===== src/rtl/ssm_pkg.sv =====
// Shared types, constants and helper functions of the streaming substring matcher.
package ssm_pkg;

  localparam int MAX_NEEDLE = 16;
  localparam int CHAR_W = 16;
  localparam int WORD_W = 64;
  localparam int CHARS_PER_WORD = WORD_W / CHAR_W;
  localparam int NUM_WORDS = (MAX_NEEDLE + CHARS_PER_WORD - 1) / CHARS_PER_WORD;
  localparam int LEN_W = 5;
  localparam int IDX_W = (MAX_NEEDLE > 1) ? $clog2(MAX_NEEDLE) : 1;
  localparam int POS_W = 15;
  localparam int CFG_IDX_W = 3;
  localparam logic [POS_W-1:0] COUNT_MAX = '1;
  localparam logic [LEN_W-1:0] MAX_LEN = LEN_W'(MAX_NEEDLE);
  localparam logic [CHAR_W-1:0] LOWER_A = 16'h0061;
  localparam logic [CHAR_W-1:0] LOWER_Z = 16'h007A;
  localparam logic [CHAR_W-1:0] CASE_DELTA = 16'h0020;

  typedef enum logic [CFG_IDX_W-1:0] {
    CFG_NEEDLE_LENGTH    = 3'd0,
    CFG_CASE_INSENSITIVE = 3'd1,
    CFG_NEEDLE_WORD_0    = 3'd2,
    CFG_NEEDLE_WORD_1    = 3'd3,
    CFG_NEEDLE_WORD_2    = 3'd4,
    CFG_NEEDLE_WORD_3    = 3'd5
  } cfg_index_t;

  typedef struct packed {
    logic              accept;
    logic              last;
    logic              case_insensitive;
    logic [CHAR_W-1:0] hay_char;
  } cell_ctl_t;

  function automatic logic [CHAR_W-1:0] fold_char(input logic [CHAR_W-1:0] c,
                                                  input logic ci);
    logic [CHAR_W-1:0] r;
    r = c;
    if (ci && c >= LOWER_A && c <= LOWER_Z) begin
      r = c - CASE_DELTA;
    end
    return r;
  endfunction

endpackage


===== src/rtl/streaming_substring_matcher_core.sv =====
// Top level of the streaming substring matcher: cell chain, counters and result register.
//
// The haystack streams in on the in_ channel, one 16-bit character per
// transaction, with in_last_char set on its final character. The needle,
// its length and the case folding mode are written through the cfg_ port;
// the user must do so only while no haystack is in flight, which the block
// does not enforce; cfg_ready is always high. Each cell of a row of sixteen
// holds one needle character and one bit of the partial-match vector, and
// every accepted character advances the whole row by one position. While
// in_stall is low, a new character can be accepted in every cycle.
// The result for a haystack appears on the out_ channel in the cycle after
// its last character is accepted, from a single output register.
// When the receiver holds out_stall high while a result waits, in_stall
// rises and stays high until that result is taken; otherwise the input
// is never stalled.
// Reset clears the configuration registers, the partial-match vector, the
// character count and the pending result. The per-haystack state also
// clears after every last character.
module streaming_substring_matcher_core (
  input  logic                               clk,
  input  logic                               rst_n,
  input  logic                               in_valid,
  output logic                               in_stall,
  input  logic [15:0]                        in_haystack_char,
  input  logic                               in_last_char,
  output logic                               out_valid,
  input  logic                               out_stall,
  output logic                               out_found,
  output logic [14:0]                        out_match_position,
  input  logic                               cfg_valid,
  output logic                               cfg_ready,
  input  logic [ssm_pkg::CFG_IDX_W-1:0]      cfg_index,
  input  logic [63:0]                        cfg_data
);
  import ssm_pkg::*;

  logic [LEN_W-1:0]      needle_length_r;
  logic                  case_insensitive_r;
  logic [POS_W-1:0]      char_count_r;
  logic                  found_flag_r;
  logic [POS_W-1:0]      first_pos_r;
  logic                  out_valid_r;
  logic                  out_found_r;
  logic [POS_W-1:0]      out_pos_r;

  logic                  cfg_wr;
  logic [NUM_WORDS-1:0]  word_we;
  logic                  accept;
  logic [LEN_W-1:0]      len_eff;
  logic [IDX_W-1:0]      top_idx;
  logic [MAX_NEEDLE-1:0] pm_bits;
  logic [MAX_NEEDLE-1:0] hits;
  logic                  hit;
  logic [POS_W-1:0]      cand_pos;
  logic                  found_nxt;
  logic [POS_W-1:0]      pos_nxt;
  cell_ctl_t             ctl;

  assign cfg_ready = 1'b1;
  assign cfg_wr    = cfg_valid & cfg_ready;
  assign in_stall  = out_valid_r & out_stall;
  assign accept    = in_valid & ~in_stall;

  always_comb begin
    word_we = '0;
    if (cfg_wr) begin
      unique case (cfg_index)
        CFG_NEEDLE_WORD_0: word_we[0] = 1'b1;
        CFG_NEEDLE_WORD_1: if (NUM_WORDS > 1) word_we[NUM_WORDS > 1 ? 1 : 0] = 1'b1;
        CFG_NEEDLE_WORD_2: if (NUM_WORDS > 2) word_we[NUM_WORDS > 2 ? 2 : 0] = 1'b1;
        CFG_NEEDLE_WORD_3: if (NUM_WORDS > 3) word_we[NUM_WORDS > 3 ? 3 : 0] = 1'b1;
        default: word_we = '0;
      endcase
    end
  end

  always_comb begin
    len_eff = (needle_length_r > MAX_LEN) ? MAX_LEN : needle_length_r;
    top_idx = IDX_W'(len_eff - LEN_W'(1));
    ctl.accept           = accept;
    ctl.last             = in_last_char;
    ctl.case_insensitive = case_insensitive_r;
    ctl.hay_char         = fold_char(in_haystack_char, case_insensitive_r);
  end

  for (genvar j = 0; j < MAX_NEEDLE; j++) begin : g_cell
    localparam int W = j / CHARS_PER_WORD;
    localparam int S = j % CHARS_PER_WORD;
    logic prev;
    logic en;
    if (j == 0) begin : g_head
      assign prev = 1'b1;
    end else begin : g_link
      assign prev = pm_bits[j-1];
    end
    assign en = (LEN_W'(j) < len_eff);
    ssm_cell u_cell (
      .clk      (clk),
      .rst_n    (rst_n),
      .ctl      (ctl),
      .enable   (en),
      .cfg_we   (word_we[W]),
      .cfg_char (cfg_data[S*CHAR_W +: CHAR_W]),
      .prev_bit (prev),
      .pm_bit   (pm_bits[j]),
      .hit_nxt  (hits[j])
    );
  end

  always_comb begin
    hit       = (len_eff != '0) & hits[top_idx];
    cand_pos  = char_count_r - POS_W'(len_eff) + POS_W'(1);
    found_nxt = found_flag_r | hit;
    pos_nxt   = found_flag_r ? first_pos_r : (hit ? cand_pos : '0);
  end

  always_ff @(posedge clk) begin
    if (!rst_n) begin
      needle_length_r    <= '0;
      case_insensitive_r <= 1'b0;
      char_count_r       <= '0;
      found_flag_r       <= 1'b0;
      first_pos_r        <= '0;
      out_valid_r        <= 1'b0;
      out_found_r        <= 1'b0;
      out_pos_r          <= '0;
    end else begin
      if (cfg_wr && cfg_index == CFG_NEEDLE_LENGTH) begin
        needle_length_r <= cfg_data[LEN_W-1:0];
      end
      if (cfg_wr && cfg_index == CFG_CASE_INSENSITIVE) begin
        case_insensitive_r <= cfg_data[0];
      end
      if (accept && in_last_char) begin
        out_valid_r <= 1'b1;
      end else if (out_valid_r && !out_stall) begin
        out_valid_r <= 1'b0;
      end
      if (accept) begin
        if (in_last_char) begin
          char_count_r <= '0;
          found_flag_r <= 1'b0;
          first_pos_r  <= '0;
          out_found_r  <= found_nxt;
          out_pos_r    <= pos_nxt;
        end else begin
          if (char_count_r != COUNT_MAX) begin
            char_count_r <= char_count_r + POS_W'(1);
          end
          found_flag_r <= found_nxt;
          first_pos_r  <= pos_nxt;
        end
      end
    end
  end

  assign out_valid          = out_valid_r;
  assign out_found          = out_found_r;
  assign out_match_position = out_pos_r;

endmodule


===== src/rtl/ssm_cell.sv =====
// One cell of the matcher chain: a needle character and its partial-match bit.
module ssm_cell (
  input  logic                              clk,
  input  logic                              rst_n,
  input  ssm_pkg::cell_ctl_t                ctl,
  input  logic                              enable,
  input  logic                              cfg_we,
  input  logic [ssm_pkg::CHAR_W-1:0]        cfg_char,
  input  logic                              prev_bit,
  output logic                              pm_bit,
  output logic                              hit_nxt
);
  import ssm_pkg::*;

  logic [CHAR_W-1:0] needle_r;
  logic              pm_bit_r;
  logic              pm_bit_nxt;

  always_comb begin
    pm_bit_nxt = prev_bit & enable &
                 (fold_char(needle_r, ctl.case_insensitive) == ctl.hay_char);
  end

  always_ff @(posedge clk) begin
    if (!rst_n) begin
      needle_r <= '0;
      pm_bit_r <= 1'b0;
    end else begin
      if (cfg_we) begin
        needle_r <= cfg_char;
      end
      if (ctl.accept) begin
        pm_bit_r <= ctl.last ? 1'b0 : pm_bit_nxt;
      end
    end
  end

  assign pm_bit  = pm_bit_r;
  assign hit_nxt = pm_bit_nxt;

endmodule


===== config.mk =====
export PLATFORM = sky130hd
export DESIGN_NAME = streaming_substring_matcher_core
export DESIGN_NICKNAME = d
export VERILOG_FILES = /design/src/rtl/ssm_pkg.sv /design/src/rtl/streaming_substring_matcher_core.sv /design/src/rtl/ssm_cell.sv
export SDC_FILE = /design/constraint.sdc
export NUM_CORES = 1
export LEC_CHECK = 0
export BUFFER_PORTS_ARGS = -buffer_cell sky130_fd_sc_hd__clkbuf_2
export CAP_MARGIN = 10
export CORE_ASPECT_RATIO = 2
export CORE_MARGIN = 10
export CORE_UTILIZATION = 58
export CTS_BUF_LIST = sky130_fd_sc_hd__clkbuf_8
export CTS_CLUSTER_SIZE = 10
export DETAILED_ROUTE_END_ITERATION = 8
export PLACE_DENSITY = 0.79
export SYNTH_ARGS = -nofsm -noshare
export SYNTH_HDL_FRONTEND = slang
export SYNTH_SLANG_ARGS = --single-unit

===== constraint.sdc =====
create_clock -name clk -period 3.62 [get_ports clk]
set_input_delay 0.362 -clock clk [delete_from_list [all_inputs] [get_ports clk]]
set_output_delay 0.362 -clock clk [all_outputs]
set_load 0.02 [all_outputs]

# Word level (Yosys, flattened, before mapping)
# Cells that the tools add are included.
[word_totals]
regBits = 325
output_inout_bits = 19
word_cells = 263
mem_bits_ro = 0
inputBits = 89
latchBits = 0
mem_bits_rw = 0
memories = 0
[classes]
n_eq_ne = 22
n_mux = 48
shift = 0
n_div = 0
n_lt_le_gt_ge = 52
multipliers = 0
n_reduce_logical = 45
bitwise_logic = 36
addsub = 21
[op_table]
columns = ["cell", "n"]
rows = [
  ["$ge 16x7->1 const B", 17],
  ["$le 16x7->1 const B", 17],
  ["$mux 16", 17],
  ["$sub 16x6->16 const B", 17],
  ["$eq 16x16->1", 16],
  ["$mux 15", 5],
  ["$lt 4x5->1 const A", 8],
  ["$logic_and 1x1->1", 38],
  ["$and 1x1->1", 34],
  ["$add 15x1->15 const B", 2],
  ["$mux 1", 23],
  ["$lt 3x5->1 const A", 4],
  ["$ne 15x15->1 const B", 1],
  ["$sub 15x5->15", 1],
  ["$lt 1x5->1 const A", 2],
  ["$lt 2x5->1 const A", 2],
  ["$eq 3x2->1 const B", 2],
  ["$eq 3x3->1 const B", 2],
  ["$gt 5x5->1 const B", 1],
  ["$lt 4x5->1 const B", 1],
  ["$mux 5", 1],
  ["$reduce_bool 5->1", 1],
  ["$bmux 1 s4", 1],
  ["$mux 4", 1],
  ["8 further kinds", 10],
]

# Logic depth before layout (Yosys ltp)
[logic_depth]
ltp_word = 12
ltp_mapped = 18
depth_no_buf = 17

# Hierarchy
# A second synthesis with hierarchy kept.
[hier_totals]
cells_unflattened = 2319
area_unflattened_um2 = 20972.6
[modules_own_cells]
columns = ["mod", "area_per_inst_um2", "instances", "seq_area_each_um2", "cells_each"]
rows = [
  ["ssm_cell", 1097.3, 16, 340.3, 119],
  ["streaming_substring_matcher_core", 3415.8, 1, 1081.0, 415],
]

# Worst setup path after synthesis
# No wires, ideal clock.
[synth_path]
path_type = "input to register"
from = "input in_haystack_char[9]"
to = "register out_pos_r[14], in the netlist out_match_position[14]"
path_buffers = 3
arrival_ns = 3.470
required_time_ns = 3.531
cell_stages = 12
setup_ns = 0.089
path_slack_ns = 0.061
path_cell_list = "buf_6 -> or4b_1 -> buf_2 -> o31ai_4 -> xor2_1 -> or4_1 -> or4b_1 -> o211a_1 -> nor4_1 -> nor3_2 -> buf_6 -> o31ai_1"
[synth_via]
elab_chain_cells = 11
elab_cells_between_ends = 43
classes_between = "1 x add/sub; 2 x order compare; 16 x eq/ne; 5 x mux; 17 x bitwise; 2 x reduce/logical"
[synth_rtl]
columns = ["element", "line_no", "text"]
rows = [
  ["start, declared", "streaming_substring_matcher_core.sv:24", "input logic [15:0] in_haystack_char,"],
  ["$ge 16x7->1", "ssm_pkg.sv:39", "if (ci && c >= LOWER_A && c <= LOWER_Z) begin"],
  ["$logic_and 1x1->1 (2 in series)", "ssm_pkg.sv:39", ""],
  ["$mux 16 *", "ssm_pkg.sv:39", ""],
  ["$eq 16x16->1", "ssm_cell.sv:21", "(fold_char(needle_r, ctl.case_insensitive) == ctl.hay_char);"],
  ["$and 1x1->1", "ssm_cell.sv:20", "pm_bit_nxt = prev_bit & enable &"],
  ["$bmux 1 s4 *", "streaming_substring_matcher_core.sv:111", "hit = (len_eff != '0) & hits[top_idx];"],
  ["$mux 1 (implied by the code) *", "streaming_substring_matcher_core.sv:111", ""],
  ["$and 1x1->1 *", "streaming_substring_matcher_core.sv:111", ""],
  ["$mux 15 * (2 in series)", "streaming_substring_matcher_core.sv:114", "pos_nxt = found_flag_r ? first_pos_r : (hit ? cand_pos : '0);"],
  ["end signal, assigned", "streaming_substring_matcher_core.sv:145", "out_pos_r <= pos_nxt;"],
  ["end, declared", "streaming_substring_matcher_core.sv:44", "logic [POS_W-1:0] out_pos_r;"],
]
# Mark *: on every way between the ends. The rest lies on a longest branch, timed or not. The select of a mux whose other input is x is not followed.
# A chain may end at the register's enable or synchronous reset.

# Worst setup path after layout
[layout_path]
from = "register case_insensitive_r"
to = "register first_pos_r[13]"
[layout_via]
elab_chain_cells = 11
elab_cells_between_ends = 89
classes_between = "16 x eq/ne; 22 x mux; 17 x bitwise; 34 x reduce/logical"
[layout_rtl]
columns = ["element", "line_no", "text"]
rows = [
  ["start, declared", "streaming_substring_matcher_core.sv:38", "logic case_insensitive_r;"],
  ["start signal, assigned", "streaming_substring_matcher_core.sv:132", "case_insensitive_r <= cfg_data[0];"],
  ["$logic_and 1x1->1 (2 in series)", "ssm_pkg.sv:39", ""],
  ["$mux 16", "ssm_pkg.sv:39", ""],
  ["$eq 16x16->1", "ssm_cell.sv:21", ""],
  ["$and 1x1->1", "ssm_cell.sv:20", ""],
  ["$bmux 1 s4 *", "streaming_substring_matcher_core.sv:111", ""],
  ["$mux 1 (implied by the code) *", "streaming_substring_matcher_core.sv:111", ""],
  ["$and 1x1->1 *", "streaming_substring_matcher_core.sv:111", ""],
  ["$mux 15 * (2 in series)", "streaming_substring_matcher_core.sv:114", ""],
  ["$mux 15 *", "streaming_substring_matcher_core.sv:140", "if (in_last_char) begin"],
  ["end signal, assigned", "streaming_substring_matcher_core.sv:151", "first_pos_r <= pos_nxt;"],
  ["end, declared", "streaming_substring_matcher_core.sv:41", "logic [POS_W-1:0] first_pos_r;"],
]
# Marked as above.

==> impl_metrics.toml <==
[sta]
period_share = 1.01
fmax_ghz = 0.275
maxSlewViolCount = 0
worstMarginPinSlew_ns = 1.15
finalWorstSetupSlack_ns = -0.0183
finalSetupViolCount = 1
relSlewSlack = 0.228
hold_viol = 0
fin_crit_ns = 3.64
skew_ns = 0.0213

[cells_and_area]
final_cell_mix = "654 x nand2_1, 324 x dfxtp_1, 263 x a21boi_0, 181 x buf_4, 154 x xnor2_1"
fin_cells = 3165
nNetsFinal = 2831
mostFrequentLayoutCell = "nand2_1"
syn_to_final_growth_pct = 18.0
drive_gt1_frac = 0.166

[global_routing]
grt_pass1_vias = 19800
grt_antenna_before_repair = 2
grt_use_total = 0.352
grt_pass1_wl_microns = 114000
grt-ovfl-total = 0
grt_max_degree = 141

[job]
maxCapViolations = 0

[synthesis]
yosysSeqAreaShare = 0.336
ys.flop_type = "dfxtp_1"
syn_inst = 2498
ys_types = 74
async_flop_share = 0
syn_avg_cell_area_sq_um = 7.74
syn_area_sq_um = 19300
ys_ff_latch = 325
synthTopCellsByArea = "dfxtp_1 34%, nand2_1 13%, a21boi_0 10%, xnor2_1 7.0%, xor2_1 4.1%"
synth-edff-count = 0
synth_nets = 2633
yosysTopAreaCellShare = 0.336
synth_warnings = 0
yosysTopAreaCell = "dfxtp_1"

[clocking]
cts-buffers-inserted = 47
cts.reportedPaths.clkPinSlew_ns = 0.08
cts_tree = "yes"
cts_buffer_depth = 3
cts_hold_buf = 0
clk_latency_ns = 0.61
clock-sinks = 325
cts_max_level = 2
root_buffer = "clkbuf_8"

[setup_path]
path_class = "reg2reg"
end_kind = "flop"
r2r_cells = 14
start_kind = "flop"
worstPathRequired_ns = 4.12
worstPathArrival_ns = 4.14
rrSetupSlack_ns = -0.02
crit_fanout = 7
r2r-start = "case_insensitive_r$_SDFFE_PN0P_"
worstReg2RegEnd = "first_pos_r[13]$_SDFFE_PN0P_"

[route]
first_pass_iters = 6
drt_iter0_drc = 1657
drtAntennaViolNets = 0
drc_errors = 0
wire_per_inst_microns = 23.8
routed_wl_microns = 75400
vias = 20000
routed_via_density = 6.31

[floorplan]
die_width_microns = 149
floorplan.core_area_sq_um = 32900
num_io_pins = 108
fp.dieH_microns = 278
rows = 94
die_area_sq_um = 41500
start_util = 0.587

[placed_design]
pre_cts_ws_ns = -0.424
port_buffers = 106
placedCellCount = 3057
gp_congestion = 1.02
post-dp-hpwl_microns = 56200

[min_path]
hold_end = "g_cell[7].u_cell.needle_r[5]$_SDFFE_PN0P_"
hold_depth = 3
hold_path.class = "in2reg"
hp-start = "cfg_data[53]"

[power]
clock_power_share = 0.405
p_per_area_nw_per_um2 = 356
comb_power_share = 0.137
switchingPower_mw = 2.28
vdd_drop_max_mv = 0.383
internal-power_mw = 5.85
switching_share = 0.281
leakagePower_nw = 8.09
p_seq_frac = 0.458

[run_status]
status = "finished with violations"
violations = "setup timing"
cell families after synthesis:
kind of cell / count (synthesis) / share of synthesized area
mux: 8 / 0.00414
other cells: 1 / 0.000194
compound gates: 563 / 0.212
flops: 325 / 0.336
buf+inv: 219 / 0.0459
xor+xnor: 244 / 0.110
fa+ha+maj: 46 / 0.0301
simple gates: 1092 / 0.261
power groups by stage:
stage          clock [mW]  combinational [mW]  sequential (mW)
6_report             3.29                1.11             3.73
5_1_grt              3.45                1.17             3.73
4_1_cts              3.30                1.06             3.72
3_5_place_dp            0                1.04             3.80
3_3_place_gp            0                1.02             3.80
2_1_floorplan           0               0.601             3.77
final cells by class:
class / instances / area (sq um)
Inverter: 69 / 259
Tap cell: 432 / 541
Antenna cell: 1 / 2.50
Fill cell: 2772 / 10100
Sequential cell: 325 / 6510
Multi-Input combinational cell: 1955 / 12400
Timing Repair Buffer: 298 / 2110
Clock buffer: 60 / 826
Clock inverter: 25 / 219
worst max path at each step:
stage,to,cells after the start,start
floorplan,out_match_position[14]$_SDFFE_PN0P_,12,in_haystack_char[9]
global placement,out_match_position[2]$_SDFFE_PN0P_,12,in_haystack_char[9]
detailed placement,out_match_position[11]$_SDFFE_PN0P_,12,in_haystack_char[9]
CTS,out_match_position[8]$_SDFFE_PN0P_,12,case_insensitive_r$_SDFFE_PN0P_
global route,first_pos_r[12]$_SDFFE_PN0P_,15,case_insensitive_r$_SDFFE_PN0P_
finish,first_pos_r[13]$_SDFFE_PN0P_,14,case_insensitive_r$_SDFFE_PN0P_
metrics by stage:
stage | power, mW | area, sq um | hold slack, ns | util | TNS [ns]
detailed placement | 4.84 | 21200 | 0.438 | 0.644 | -12.15
global placement | 4.82 | 21200 | 0.433 | 0.644 | -9.62
global route | 8.35 | 22800 | 0.0362 | 0.693 | -1.52
CTS | 8.08 | 22500 | 0.0118 | 0.683 | -0.00185
floorplan | 4.38 | 19300 | 0.425 | - | 0
finish | 8.13 | 22800 | 0.0250 | 0.693 | -0.0183
worst max-delay path, stage by stage, from the launching register on:
cell,delay [ns]
dfxtp_2,0.36
buf_4,0.21
buf_12,0.14
nor4bb_2,0.36
nand4_1,0.20
nor2_2,0.26
nor2_1,0.09
a2111oi_2,0.46
o2111ai_2,0.25
and3_1,0.28
o31ai_4,0.27
buf_4,0.19
nor3_4,0.05
buf_4,0.17
o31ai_2,0.25
per-layer routing:
metal / track usage / part of all wire / routed length (microns) / vias to the layer above
li1: - / - / - / 9044
met3: 0.0582 / 0.065 / 4930 / 447
met1: 0.343 / 0.32 / 24500 / 9449
met5: 0 / 0.00015 / 11 / -
met2: 0.611 / 0.50 / 37500 / 1024
met4: 0.333 / 0.11 / 8410 / 2
sequential cells by signal, summed over array words and instances, names as in the netlist:
register	cells
char_count_r	15
g_cell.u_cell.pm_bit	15
case_insensitive_r	1
out_valid	1
out_match_position	15
first_pos_r	15
out_found	1
needle_length_r	5
found_flag_r	1
g_cell.u_cell.needle_r	256
Yosys cell counts, types with 7 or more instances:
| cell type | count |
|---|---|
| xor2_1 | 90 |
| nor2_1 | 77 |
| nor4bb_1 | 11 |
| dfxtp_1 | 325 |
| or3_1 | 12 |
| nand3_1 | 47 |
| buf_2 | 7 |
| a31oi_1 | 8 |
| mux2i_1 | 8 |
| nand2_1 | 655 |
| or4_1 | 9 |
| or2_2 | 9 |
| o31ai_1 | 56 |
| a21oi_1 | 59 |
| nor4_1 | 40 |
| o21bai_1 | 11 |
| ha_1 | 45 |
| a2111oi_0 | 9 |
| nand2b_1 | 25 |
| and3_1 | 20 |
| inv_1 | 68 |
| xnor2_1 | 154 |
| nor4b_1 | 18 |
| o32ai_1 | 15 |
| buf_1 | 17 |
| nand4_1 | 61 |
| a22oi_1 | 18 |
| nor2b_1 | 18 |
| o21ai_0 | 36 |
| clkbuf_1 | 117 |
| a21boi_0 | 263 |
| o21ai_1 | 10 |
| o2bb2ai_1 | 14 |
| and2_1 | 18 |
| nor3_1 | 51 |
timing repair:
item	4_1_cts	5_1_grt
hold endpoints to repair	0	0
cloned	1	0
setup endpoints to repair	32	32
setup buffers	11	11
resized for setup	25	47
pin swaps	8	17
Power figures use the tool's default switching activity.
